## src/hdl/cpbb_pkg.sv

```systemverilog
`timescale 1ns / 1ps

package cpbb_pkg;

    localparam int COORD_W = 32;
    localparam int T_BITS  = 16;
    localparam int COEF_W  = 36;
    localparam int MAG_W   = 35;
    localparam int NORM_W  = 32;
    localparam int ROOT_W  = 34;
    localparam int DISC_W  = 64;
    localparam int DIFF_W  = COORD_W + 1;
    localparam int PROD_W  = DIFF_W + T_BITS;

    localparam logic [1:0] REQ_MOVE  = 2'd0;
    localparam logic [1:0] REQ_LINE  = 2'd1;
    localparam logic [1:0] REQ_CURVE = 2'd2;
    localparam logic [1:0] REQ_CLOSE = 2'd3;

    typedef struct packed {
        logic [1:0]                 req_type;
        logic signed [COORD_W-1:0]  pt_a_x;
        logic signed [COORD_W-1:0]  pt_a_y;
        logic signed [COORD_W-1:0]  pt_b_x;
        logic signed [COORD_W-1:0]  pt_b_y;
        logic signed [COORD_W-1:0]  pt_c_x;
        logic signed [COORD_W-1:0]  pt_c_y;
        logic                       last_command;
    } t_cmd_word;

    typedef struct packed {
        logic signed [COORD_W-1:0]  box_min_x;
        logic signed [COORD_W-1:0]  box_min_y;
        logic signed [COORD_W-1:0]  box_max_x;
        logic signed [COORD_W-1:0]  box_max_y;
    } t_box_word;

    typedef enum logic [1:0] {
        JOB_MOVE,
        JOB_SEGMENT,
        JOB_CURVE
    } t_job_kind;

    typedef struct packed {
        t_job_kind                  kind;
        logic                       last;
        logic signed [COORD_W-1:0]  ax;
        logic signed [COORD_W-1:0]  ay;
        logic signed [COORD_W-1:0]  bx;
        logic signed [COORD_W-1:0]  by;
        logic signed [COORD_W-1:0]  cx;
        logic signed [COORD_W-1:0]  cy;
    } t_job;

    typedef enum logic [3:0] {
        S_IDLE,
        S_BASIC,
        S_COEF,
        S_NORM,
        S_DECIDE,
        S_MUL_AC,
        S_DISC,
        S_SQRT,
        S_SQRT_DONE,
        S_ROOT_CHECK,
        S_DIV,
        S_EVAL,
        S_ADD_ROOT,
        S_NEXT_ROOT,
        S_AXIS_END,
        S_FINISH
    } t_seq_state;

endpackage

```

## src/hdl/cpbb_front.sv

```systemverilog
`timescale 1ns / 1ps

module cpbb_front (
    input  logic                i_clk,
    input  logic                i_rst_n,
    input  logic                i_in_valid,
    output logic                o_in_ready,
    input  cpbb_pkg::t_cmd_word i_in_word,
    output logic                o_job_valid,
    output cpbb_pkg::t_job      o_job,
    input  logic                i_job_pop
);

    cpbb_pkg::t_job  r_q [0:1];
    logic            r_wr_ptr;
    logic            r_rd_ptr;
    logic [1:0]      r_count;
    cpbb_pkg::t_job  w_job;
    logic            w_push;

    always_comb begin
        w_job.last = i_in_word.last_command;
        w_job.ax   = i_in_word.pt_a_x;
        w_job.ay   = i_in_word.pt_a_y;
        w_job.bx   = i_in_word.pt_b_x;
        w_job.by   = i_in_word.pt_b_y;
        w_job.cx   = i_in_word.pt_c_x;
        w_job.cy   = i_in_word.pt_c_y;
        case (i_in_word.req_type)
            cpbb_pkg::REQ_MOVE:  w_job.kind = cpbb_pkg::JOB_MOVE;
            cpbb_pkg::REQ_CURVE: w_job.kind = cpbb_pkg::JOB_CURVE;
            cpbb_pkg::REQ_LINE:  w_job.kind = cpbb_pkg::JOB_SEGMENT;
            cpbb_pkg::REQ_CLOSE: w_job.kind = cpbb_pkg::JOB_SEGMENT;
            default:             w_job.kind = cpbb_pkg::JOB_SEGMENT;
        endcase
    end

    assign o_in_ready  = (r_count != 2'd2);
    assign w_push      = i_in_valid && o_in_ready;
    assign o_job_valid = (r_count != 2'd0);
    assign o_job       = r_q[r_rd_ptr];

    always_ff @(posedge i_clk) begin
        if (!i_rst_n) begin
            r_wr_ptr <= 1'b0;
            r_rd_ptr <= 1'b0;
            r_count  <= 2'd0;
        end else begin
            if (w_push) begin
                r_wr_ptr <= ~r_wr_ptr;
            end
            if (i_job_pop) begin
                r_rd_ptr <= ~r_rd_ptr;
            end
            case ({w_push, i_job_pop})
                2'b10:   r_count <= r_count + 2'd1;
                2'b01:   r_count <= r_count - 2'd1;
                default: r_count <= r_count;
            endcase
        end
    end

    always_ff @(posedge i_clk) begin
        if (w_push) begin
            r_q[r_wr_ptr] <= w_job;
        end
    end

endmodule

```

## config.mk

```make
export PLATFORM = sky130hd
export DESIGN_NAME = cpbb_front
export DESIGN_NICKNAME = d
export VERILOG_FILES = /design/src/hdl/cpbb_pkg.sv /design/src/hdl/cpbb_front.sv
export SDC_FILE = /design/constraint.sdc
export NUM_CORES = 1
export LEC_CHECK = 0
export BUFFER_PORTS_ARGS = -buffer_cell sky130_fd_sc_hd__buf_2
export CAP_MARGIN = 25
export CORE_ASPECT_RATIO = 0.9
export CORE_MARGIN = 2
export CORE_UTILIZATION = 54
export CTS_BUF_LIST = sky130_fd_sc_hd__clkbuf_8
export CTS_CLUSTER_SIZE = 30
export DETAILED_ROUTE_END_ITERATION = 6
export PLACE_DENSITY = 0.82
export SKIP_LAST_GASP = 1
export SLEW_MARGIN = 0
export SYNTH_ARGS = -nofsm -noshare
export SYNTH_HDL_FRONTEND = slang
export SYNTH_SLANG_ARGS = --single-unit
```

## constraint.sdc

```tcl
create_clock -name i_clk -period 6.7 [get_ports i_clk]
set_input_delay 0.335 -clock i_clk [delete_from_list [all_inputs] [get_ports i_clk]]
set_output_delay 0.335 -clock i_clk [all_outputs]
set_load 0.03 [all_outputs]
```

==> run summary, run 1 <==
status -> finished, final reports clean
Post-Syn Area -> 14,900 um2
routability cong. -> 0.766
Worst R2R End -> r_q[0][183]$_DFFE_PP_
All-Layer GR Usage -> 23.1%
Core ar. -> 27,100 um2
vias in the first global route -> 9,280
Worst Hold Launch -> i_in_word[194]
final slew viol count -> 0
yosys warns -> 0
first-pass GRT wire length -> 50,200 um
worst r2r path cells -> 4
final worst path period share -> 46.0%
internal reg-to-reg setup slack -> 3.62 ns
synthesized area per cell -> 23.6 um2
Crit Path Max Fanout -> 127
worst skew pair latency -> 0.57 ns
post-detail-place hpwl -> 19,200 um
Crit path arrival time -> 3.27 ns
switching power -> 1650 uW
Critical Path End Type -> register
CTS buffer count -> 59
worst slack, placed -> 3.83 ns
#FFs+latches synth -> 395
Detail Route Antenna Nets -> 0
Critical Path RT -> 6.88 ns
Crit Path Category -> reg2reg
Worst-Margin Slew -> 0.989 ns
Power per Cell Area -> 294 nW/um2
largest net degree at the start of global routing -> 128
hold depth -> 2
maximum VDD drop -> 0.245 mV
count of final setup violators -> 0
# fillers -> 1,479
Pleak -> 0.00805 uW
Reg clk slew, reported paths -> 0.07 ns
Multi-input gate area -> 2890 um2
Clock Sinks -> 395
Die ar. -> 29,000 um2
per-cell routed wire length -> 20.7 um
total grt overflow -> 0
f_max -> 324 MHz
Min-Delay Path Class -> in2reg
Worst Setup Slack, final -> 3.62 ns
Combinational Power Share -> 20.1%
final hold vios -> 0
Post-route DRC -> 0
post-CTS setup buffer count -> 0
Vias per Instance -> 5.06
Int Power -> 4290 uW
Final nets -> 1,467
CTS tree -> built
via count -> 8,434
Reg2Reg Launch Point -> r_count[0]$_SDFFE_PN0P_
Post-CTS Resized -> 0
I/O pin cnt -> 396
clock group share of total power -> 28.6%
Post-Route WL -> 34,600 um
hold-critical path endpoint -> r_q[0][194]$_DFFE_PP_
layout cells sized above 1 -> 51.2%
CP Launch Type -> register
Reg area -> 11,800 um2
sequential cell area fraction in the yosys report -> 79.1%
post-layout minimum cycle time -> 3.08 ns
clk_skew -> 0.0186 ns
Root Buffer -> clkbuf_8
fraction of power spent switching nets -> 27.8%
Synth cell types -> 23
number of DRC markers in iteration 0 -> 573
Longest Clk Path Bufs -> 3
Max-slew headroom -> 34.1%
Mapped Cells -> 632
Max-Cap Viols -> 0
syn_nets -> 832
# rows -> 57
initial antenna violation count -> 3
DR pass1 iterations -> 5
Fin Setup TNS -> 0 ns
Port Buf Inserts -> 395
chip width -> 179 um
Layout area overhead -> 35.4%
htree depth -> 2
starting density of the core -> 55.1%
Flop pwr share -> 51.3%
DIE HEIGHT -> 162 um
RSZ-0062 raised after global routing -> no
## metrics by stage
| step | cell area [um2] | hold slack [ns] | std cells | utilization (%) | power, uW |
|---|---|---|---|---|---|
| floorplan | 14900 | 0.434 | 632 | - | 3900 |
| global placement | 17200 | 0.482 | 1363 | 63.4 | 4140 |
| detailed placement | 17200 | 0.526 | 1363 | 63.4 | 4170 |
| CTS | 20200 | 0.0778 | 1662 | 74.4 | 5950 |
| global route | 20200 | 0.131 | 1667 | 74.6 | 6160 |
| finish | 20200 | 0.144 | 1667 | 74.6 | 5940 |
## cells in the final DEF, fill, tap and decap left out, types with 2 or more instances in the layout
cell type / count
mux2_2: 45
edfxtp_1: 390
buf_4: 4
clkinv_2: 7
and2_1: 3
buf_16: 2
diode_2: 3
inv_1: 19
clkbuf_8: 61
clkinv_1: 16
xnor2_1: 2
mux2_4: 150
buf_2: 395
dfxtp_1: 4
dlygate4sd3_1: 195
## power by group through the flow
stage                     clock network, uW  logic, uW  registers, uW
after floorplan                           0        792           3110
after global placement                    0       1070           3080
after detailed placement                  0       1080           3100
after CTS                              1730       1170           3040
after global routing                   1850       1250           3060
final                                  1700       1190           3050
## registers in the layout (all words and copies together) (netlist names), named ones only
name and flops:
r_count 2, r_rd_ptr 1, r_wr_ptr 1, r_q 390
## critical path, cell delays in order, from the launching register on
cell	delay [ns]
dfxtp_1	0.39
nand2b_1	0.29
nand3b_1	0.28
inv_8	0.60
buf_4	0.85
## layer usage
layer  part of all wire, %  wire, um  GRT usage (%)  vias up
met1                    36     12400           25.3     4138
met2                    53     18200           41.5      394
li1                      -         -              -     3805
met4                   4.3      1500           11.4        0
met3                   7.3      2530           5.69       97
met5                     0         0              0        -
## synthesized netlist by cell type (all sizes together)
cell / number / area [um2]
edfxtp: 390 / 11700
mux2: 195 / 2760
buf: 22 / 223
dfxtp: 5 / 100
and2: 3 / 18.8
a21boi: 2 / 15.0
xnor2: 2 / 17.5
a21bo: 1 / 10.0
and3: 1 / 6.26
clkbuf: 1 / 3.75
ha: 1 / 12.5
inv: 1 / 3.75
nand2: 1 / 3.75
nand2b: 1 / 6.26
nand3b: 1 / 7.51
nor2b: 1 / 6.26
o21ai: 1 / 5.00
or2: 1 / 6.26
or3: 1 / 6.26
xor2: 1 / 8.76
## how the worst max path moves through the flow
stage                             from                     to  slack, ns  depth (start not counted)
2_1_floorplan  r_count[0]$_SDFFE_PN0P_    r_q[1][0]$_DFFE_PP_       0.80                          2
3_3_place_gp   r_count[0]$_SDFFE_PN0P_  r_q[0][165]$_DFFE_PP_       3.87                          4
3_5_place_dp   r_count[0]$_SDFFE_PN0P_  r_q[0][165]$_DFFE_PP_       3.83                          4
4_1_cts                       register               o_job[2]       3.42                          3
5_1_grt        r_count[0]$_SDFFE_PN0P_  r_q[0][187]$_DFFE_PP_       3.49                          4
6_report       r_count[0]$_SDFFE_PN0P_  r_q[0][183]$_DFFE_PP_       3.62                          4
## layout make-up
type | count | share of cell area [%]
timing repair buffer | 597 | 20.0
clock inverter | 43 | 0.860
tap | 354 | 2.19
antenna | 3 | 0.0371
inverter | 1 | 0.0557
sequential | 395 | 58.4
multi-input combinational | 213 | 14.3
clock buffer | 61 | 4.15
## repair_timing
item                                    4_1_cts  5_1_grt
hold buffers                                195        0
endpoints found under the setup margin        0        0
hold endpoints to repair                    391        0
## cells by family (layout without fill, tap and decap cells)
group | count (synthesis) | after routing | synth area share, %
multiplexers | 195 | 195 | 18.5
XOR/XNOR | 3 | 3 | 0.176
adder cells (fa/ha/maj) | 1 | 1 | 0.0838
AND/OR/NAND/NOR | 10 | 10 | 0.411
flip-flops | 395 | 395 | 79.1
AO/OA/AOI/OAI | 4 | 4 | 0.201
other | 0 | 3 | 0
buffers and inverters | 24 | 702 | 1.54
No activity file was read; power rests on OpenSTA's default activity.
==> run 2: changes to the inputs <==
Settings changed: ABC_AREA from default to 1, CORE_UTILIZATION 54 to 49, PLACE_DENSITY 0.82 to 0.78.
Clock period 6.7 ns to 2.5 ns, I/O delays scaled along.
==> run summary, run 2 <==
Crit Path Category -> reg2out
Fin Setup TNS -> 0 ns (unchanged)
commonest non-fill, non-tap cell in the layout -> buf_2
largest net degree at the start of global routing -> 94 (-27%)
final worst path period share -> 91.2%
Largest regs -> r_q (390), r_count (2)
Synth top area share -> 78.4% (about the same)
Root Buffer -> clkbuf_8
Worst-Margin Slew -> 0.550 ns (-0.439 ns)
Clock Sinks -> 395 (unchanged)
clk_skew -> 0.0269 ns (+0.00835 ns)
status -> finished, final reports clean
Critical Path End Type -> output pin
final hold vios -> 0 (unchanged)
Crit path arrival time -> 2.16 ns (-1.11 ns)
fraction of power spent switching nets -> 26.3% (-1.5 points)
ys flop type -> edfxtp_1
synthesized area per cell -> 23.2 um2 (-1.9%)
CTS buffer count -> 59 (unchanged)
post-detail-place hpwl -> 19,900 um (+3.7%)
Reg clk slew, reported paths -> 0.07 ns (about the same)
Power per Cell Area -> 760 nW/um2 (+160%)
Flop pwr share -> 51.1% (-0.2 points)
CP Launch Type -> register
CTS hold repair buffers -> 199 (+2.1%)
Post-synth top cells -> 390 x edfxtp_1, 150 x mux2_4, 45 x mux2_2
Layout Cells excl Fill -> 1,747 (+4.8%)
yosys warns -> 0 (unchanged)
Reg with most FFs -> r_q
Synth cell types -> 15 (-35%)
dominant cell type by area after synthesis -> edfxtp_1
crit-path cells -> buf_4, mux2_4, buf_2
All-Layer GR Usage -> 20.7% (-2.3 points)
Pleak -> 0.00826 uW (+2.6%)
post-CTS setup buffer count -> 0 (unchanged)
vias in the first global route -> 9,371 (+0.98%)
clock group share of total power -> 31.5% (+2.9 points)
switching power -> 4120 uW (+150%)
delay-heaviest family, CP -> buffers and inverters
Largest register FFs -> 390 (unchanged)
syn_nets -> 844 (+1.4%)
most frequent cell after synthesis -> edfxtp_1
layout cells sized above 1 -> 52.1% (+0.87 points)
Final nets -> 1,496 (+2.0%)
Worst Setup Slack, final -> 0.219 ns (-3.40 ns)
total grt overflow -> 0 (unchanged)
CTS tree -> built
htree depth -> 2 (unchanged)
routability cong. -> 0.762 (-0.51%)
#FFs+latches synth -> 395 (unchanged)
worst skew pair latency -> 0.60 ns (+0.03 ns)
Vias per Instance -> 4.88 (-3.6%)
starting density of the core -> 49.8% (-5.3 points)
first-pass GRT wire length -> 50,400 um (+0.40%)
slowest CP cell -> dfxtp_4
Critical Path RT -> 2.38 ns (-4.50 ns)
# rows -> 60 (+5.3%)
DR pass1 iterations -> 4 (-1)
number of synthesized flops with an enable pin -> 390 (unchanged)
Layout area overhead -> 38.2%
f_max -> 438 MHz
Detail Route Antenna Nets -> 0 (unchanged)
Post-CTS Resized -> 0 (unchanged)
CP Buf/Inv Count -> 2 (unchanged)
Longest Clk Path Bufs -> 3 (unchanged)
Combinational Power Share -> 17.4% (-2.7 points)
slowest stage delay, CP -> 0.56 ns (-0.29 ns)
sequential cell area fraction in the yosys report -> 79.1% (about the same)
final slew viol count -> 0 (unchanged)
maximum VDD drop -> 0.659 mV (+170%)
Max-Cap Viols -> 0 (unchanged)
Die ar. -> 31,900 um2 (+9.9%)
Post-Syn Area -> 14,900 um2 (about the same)
count of final setup violators -> 0 (unchanged)
synth top area cells -> edfxtp_1 78%, mux2_4 15%, mux2_2 3.4%
Post-route DRC -> 0 (unchanged)
placed insts -> 1,439 (+5.6%)
Int Power -> 11,600 uW (+170%)
worst slack, placed -> 0.828 ns (-3.00 ns)
most frequent cells in the layout -> 395 x buf_2, 390 x edfxtp_1, 199 x dlygate4sd3_1, 150 x mux2_4, 68 x clkbuf_8
initial antenna violation count -> 3 (unchanged)
Core ar. -> 30,000 um2 (+11%)
Mapped Cells -> 644 (+1.9%)
Design Power -> 15,700 uW (+160%)
Post-Route WL -> 34,200 um (-1.0%)
Crit Path Max Fanout -> 19 (-85%)
Min-Delay Path Class -> in2reg
per-cell routed wire length -> 19.6 um (-5.5%)
DIE HEIGHT -> 170 um (+4.9%)
I/O pin cnt -> 396 (unchanged)
post-layout minimum cycle time -> 2.28 ns
number of DRC markers in iteration 0 -> 525 (-8.4%)
# fillers -> 1,826 (+23%)
via count -> 8,524 (+1.1%)
Max-slew headroom -> 63.4% (+29 points)
Port Buf Inserts -> 395 (unchanged)
ys async rst share -> 0% (unchanged)
chip width -> 188 um (+4.9%)
RSZ-0062 raised after global routing -> no
run 2: cell types whose count changed after synthesis, moves of 2 or more:
| cell | delta |
|---|---|
| and2_1 | -3 |
| inv_1 | +4 |
| nand2_1 | +9 |
| nor2_1 | +11 |
| xnor2_1 | -2 |
run 2: final cells by class:
type / count / area, um2 / share of cell area, %
well taps: 403 / 504 / 2.44
flip-flops and latches: 395 / 11800 / 57.3
clock inverters: 37 / 185 / 0.898
diodes: 4 / 10.0 / 0.0485
multi-input cells: 221 / 2900 / 14.1
repair buffers: 614 / 4260 / 20.6
inverters: 5 / 18.8 / 0.0910
clock buffers: 68 / 936 / 4.54
run 2: path summary, 6_finish.rpt:
path	start	end	slack [ns]	cells after the start
setup reg to reg	r_count[0]$_SDFFE_PN0P_	r_q[1][109]$_DFFE_PP_	0.75	5
hold reg to reg	r_rd_ptr$_SDFFE_PN0P_	register	0.50	2
setup / recovery	register	o_job[89]	0.22	3
hold / removal	i_in_word[41]	r_q[0][40]$_DFFE_PP_	0.25	2
run 2: logic make-up (layout without fill, tap and decap cells):
| kind of cell | count (synthesis) | count (layout) | synth area share [%] |
|---|---|---|---|
| buffers and inverters | 28 | 724 | 1.64 |
| adders and majority gates | 1 | 1 | 0.0838 |
| muxes | 195 | 195 | 18.5 |
| DFF | 395 | 395 | 79.1 |
| and+or+nand+nor | 23 | 23 | 0.612 |
| other | 0 | 4 | 0 |
| AOI/OAI and AO/OA | 2 | 2 | 0.0670 |
run 2: metrics by stage:
step           area (um2)  hold slack [ns]  util [%]
2_1_floorplan       15000            0.224         -
3_3_place_gp        17500            0.313      58.4
3_5_place_dp        17500            0.316      58.4
4_1_cts             20600            0.197      68.8
5_1_grt             20600            0.210      68.9
6_report            20600            0.254      68.9
run 2: power by group through the flow:
stage	Sequential [uW]	Clock [uW]	Combinational (uW)
2_1_floorplan	8130	0	1710
3_3_place_gp	8110	0	2410
3_5_place_dp	8140	0	2450
4_1_cts	8010	5070	2710
5_1_grt	8050	5370	2850
6_report	8020	4940	2730
run 2: routing by layer:
layer / vias to the layer above / track usage, % / part of all wire [%]
li1: 3866 / - / -
met4: 0 / 9.65 / 3.7
met2: 388 / 38.5 / 53
met5: - / 0 / 0
met3: 82 / 5.00 / 6.5
met1: 4188 / 22.3 / 37
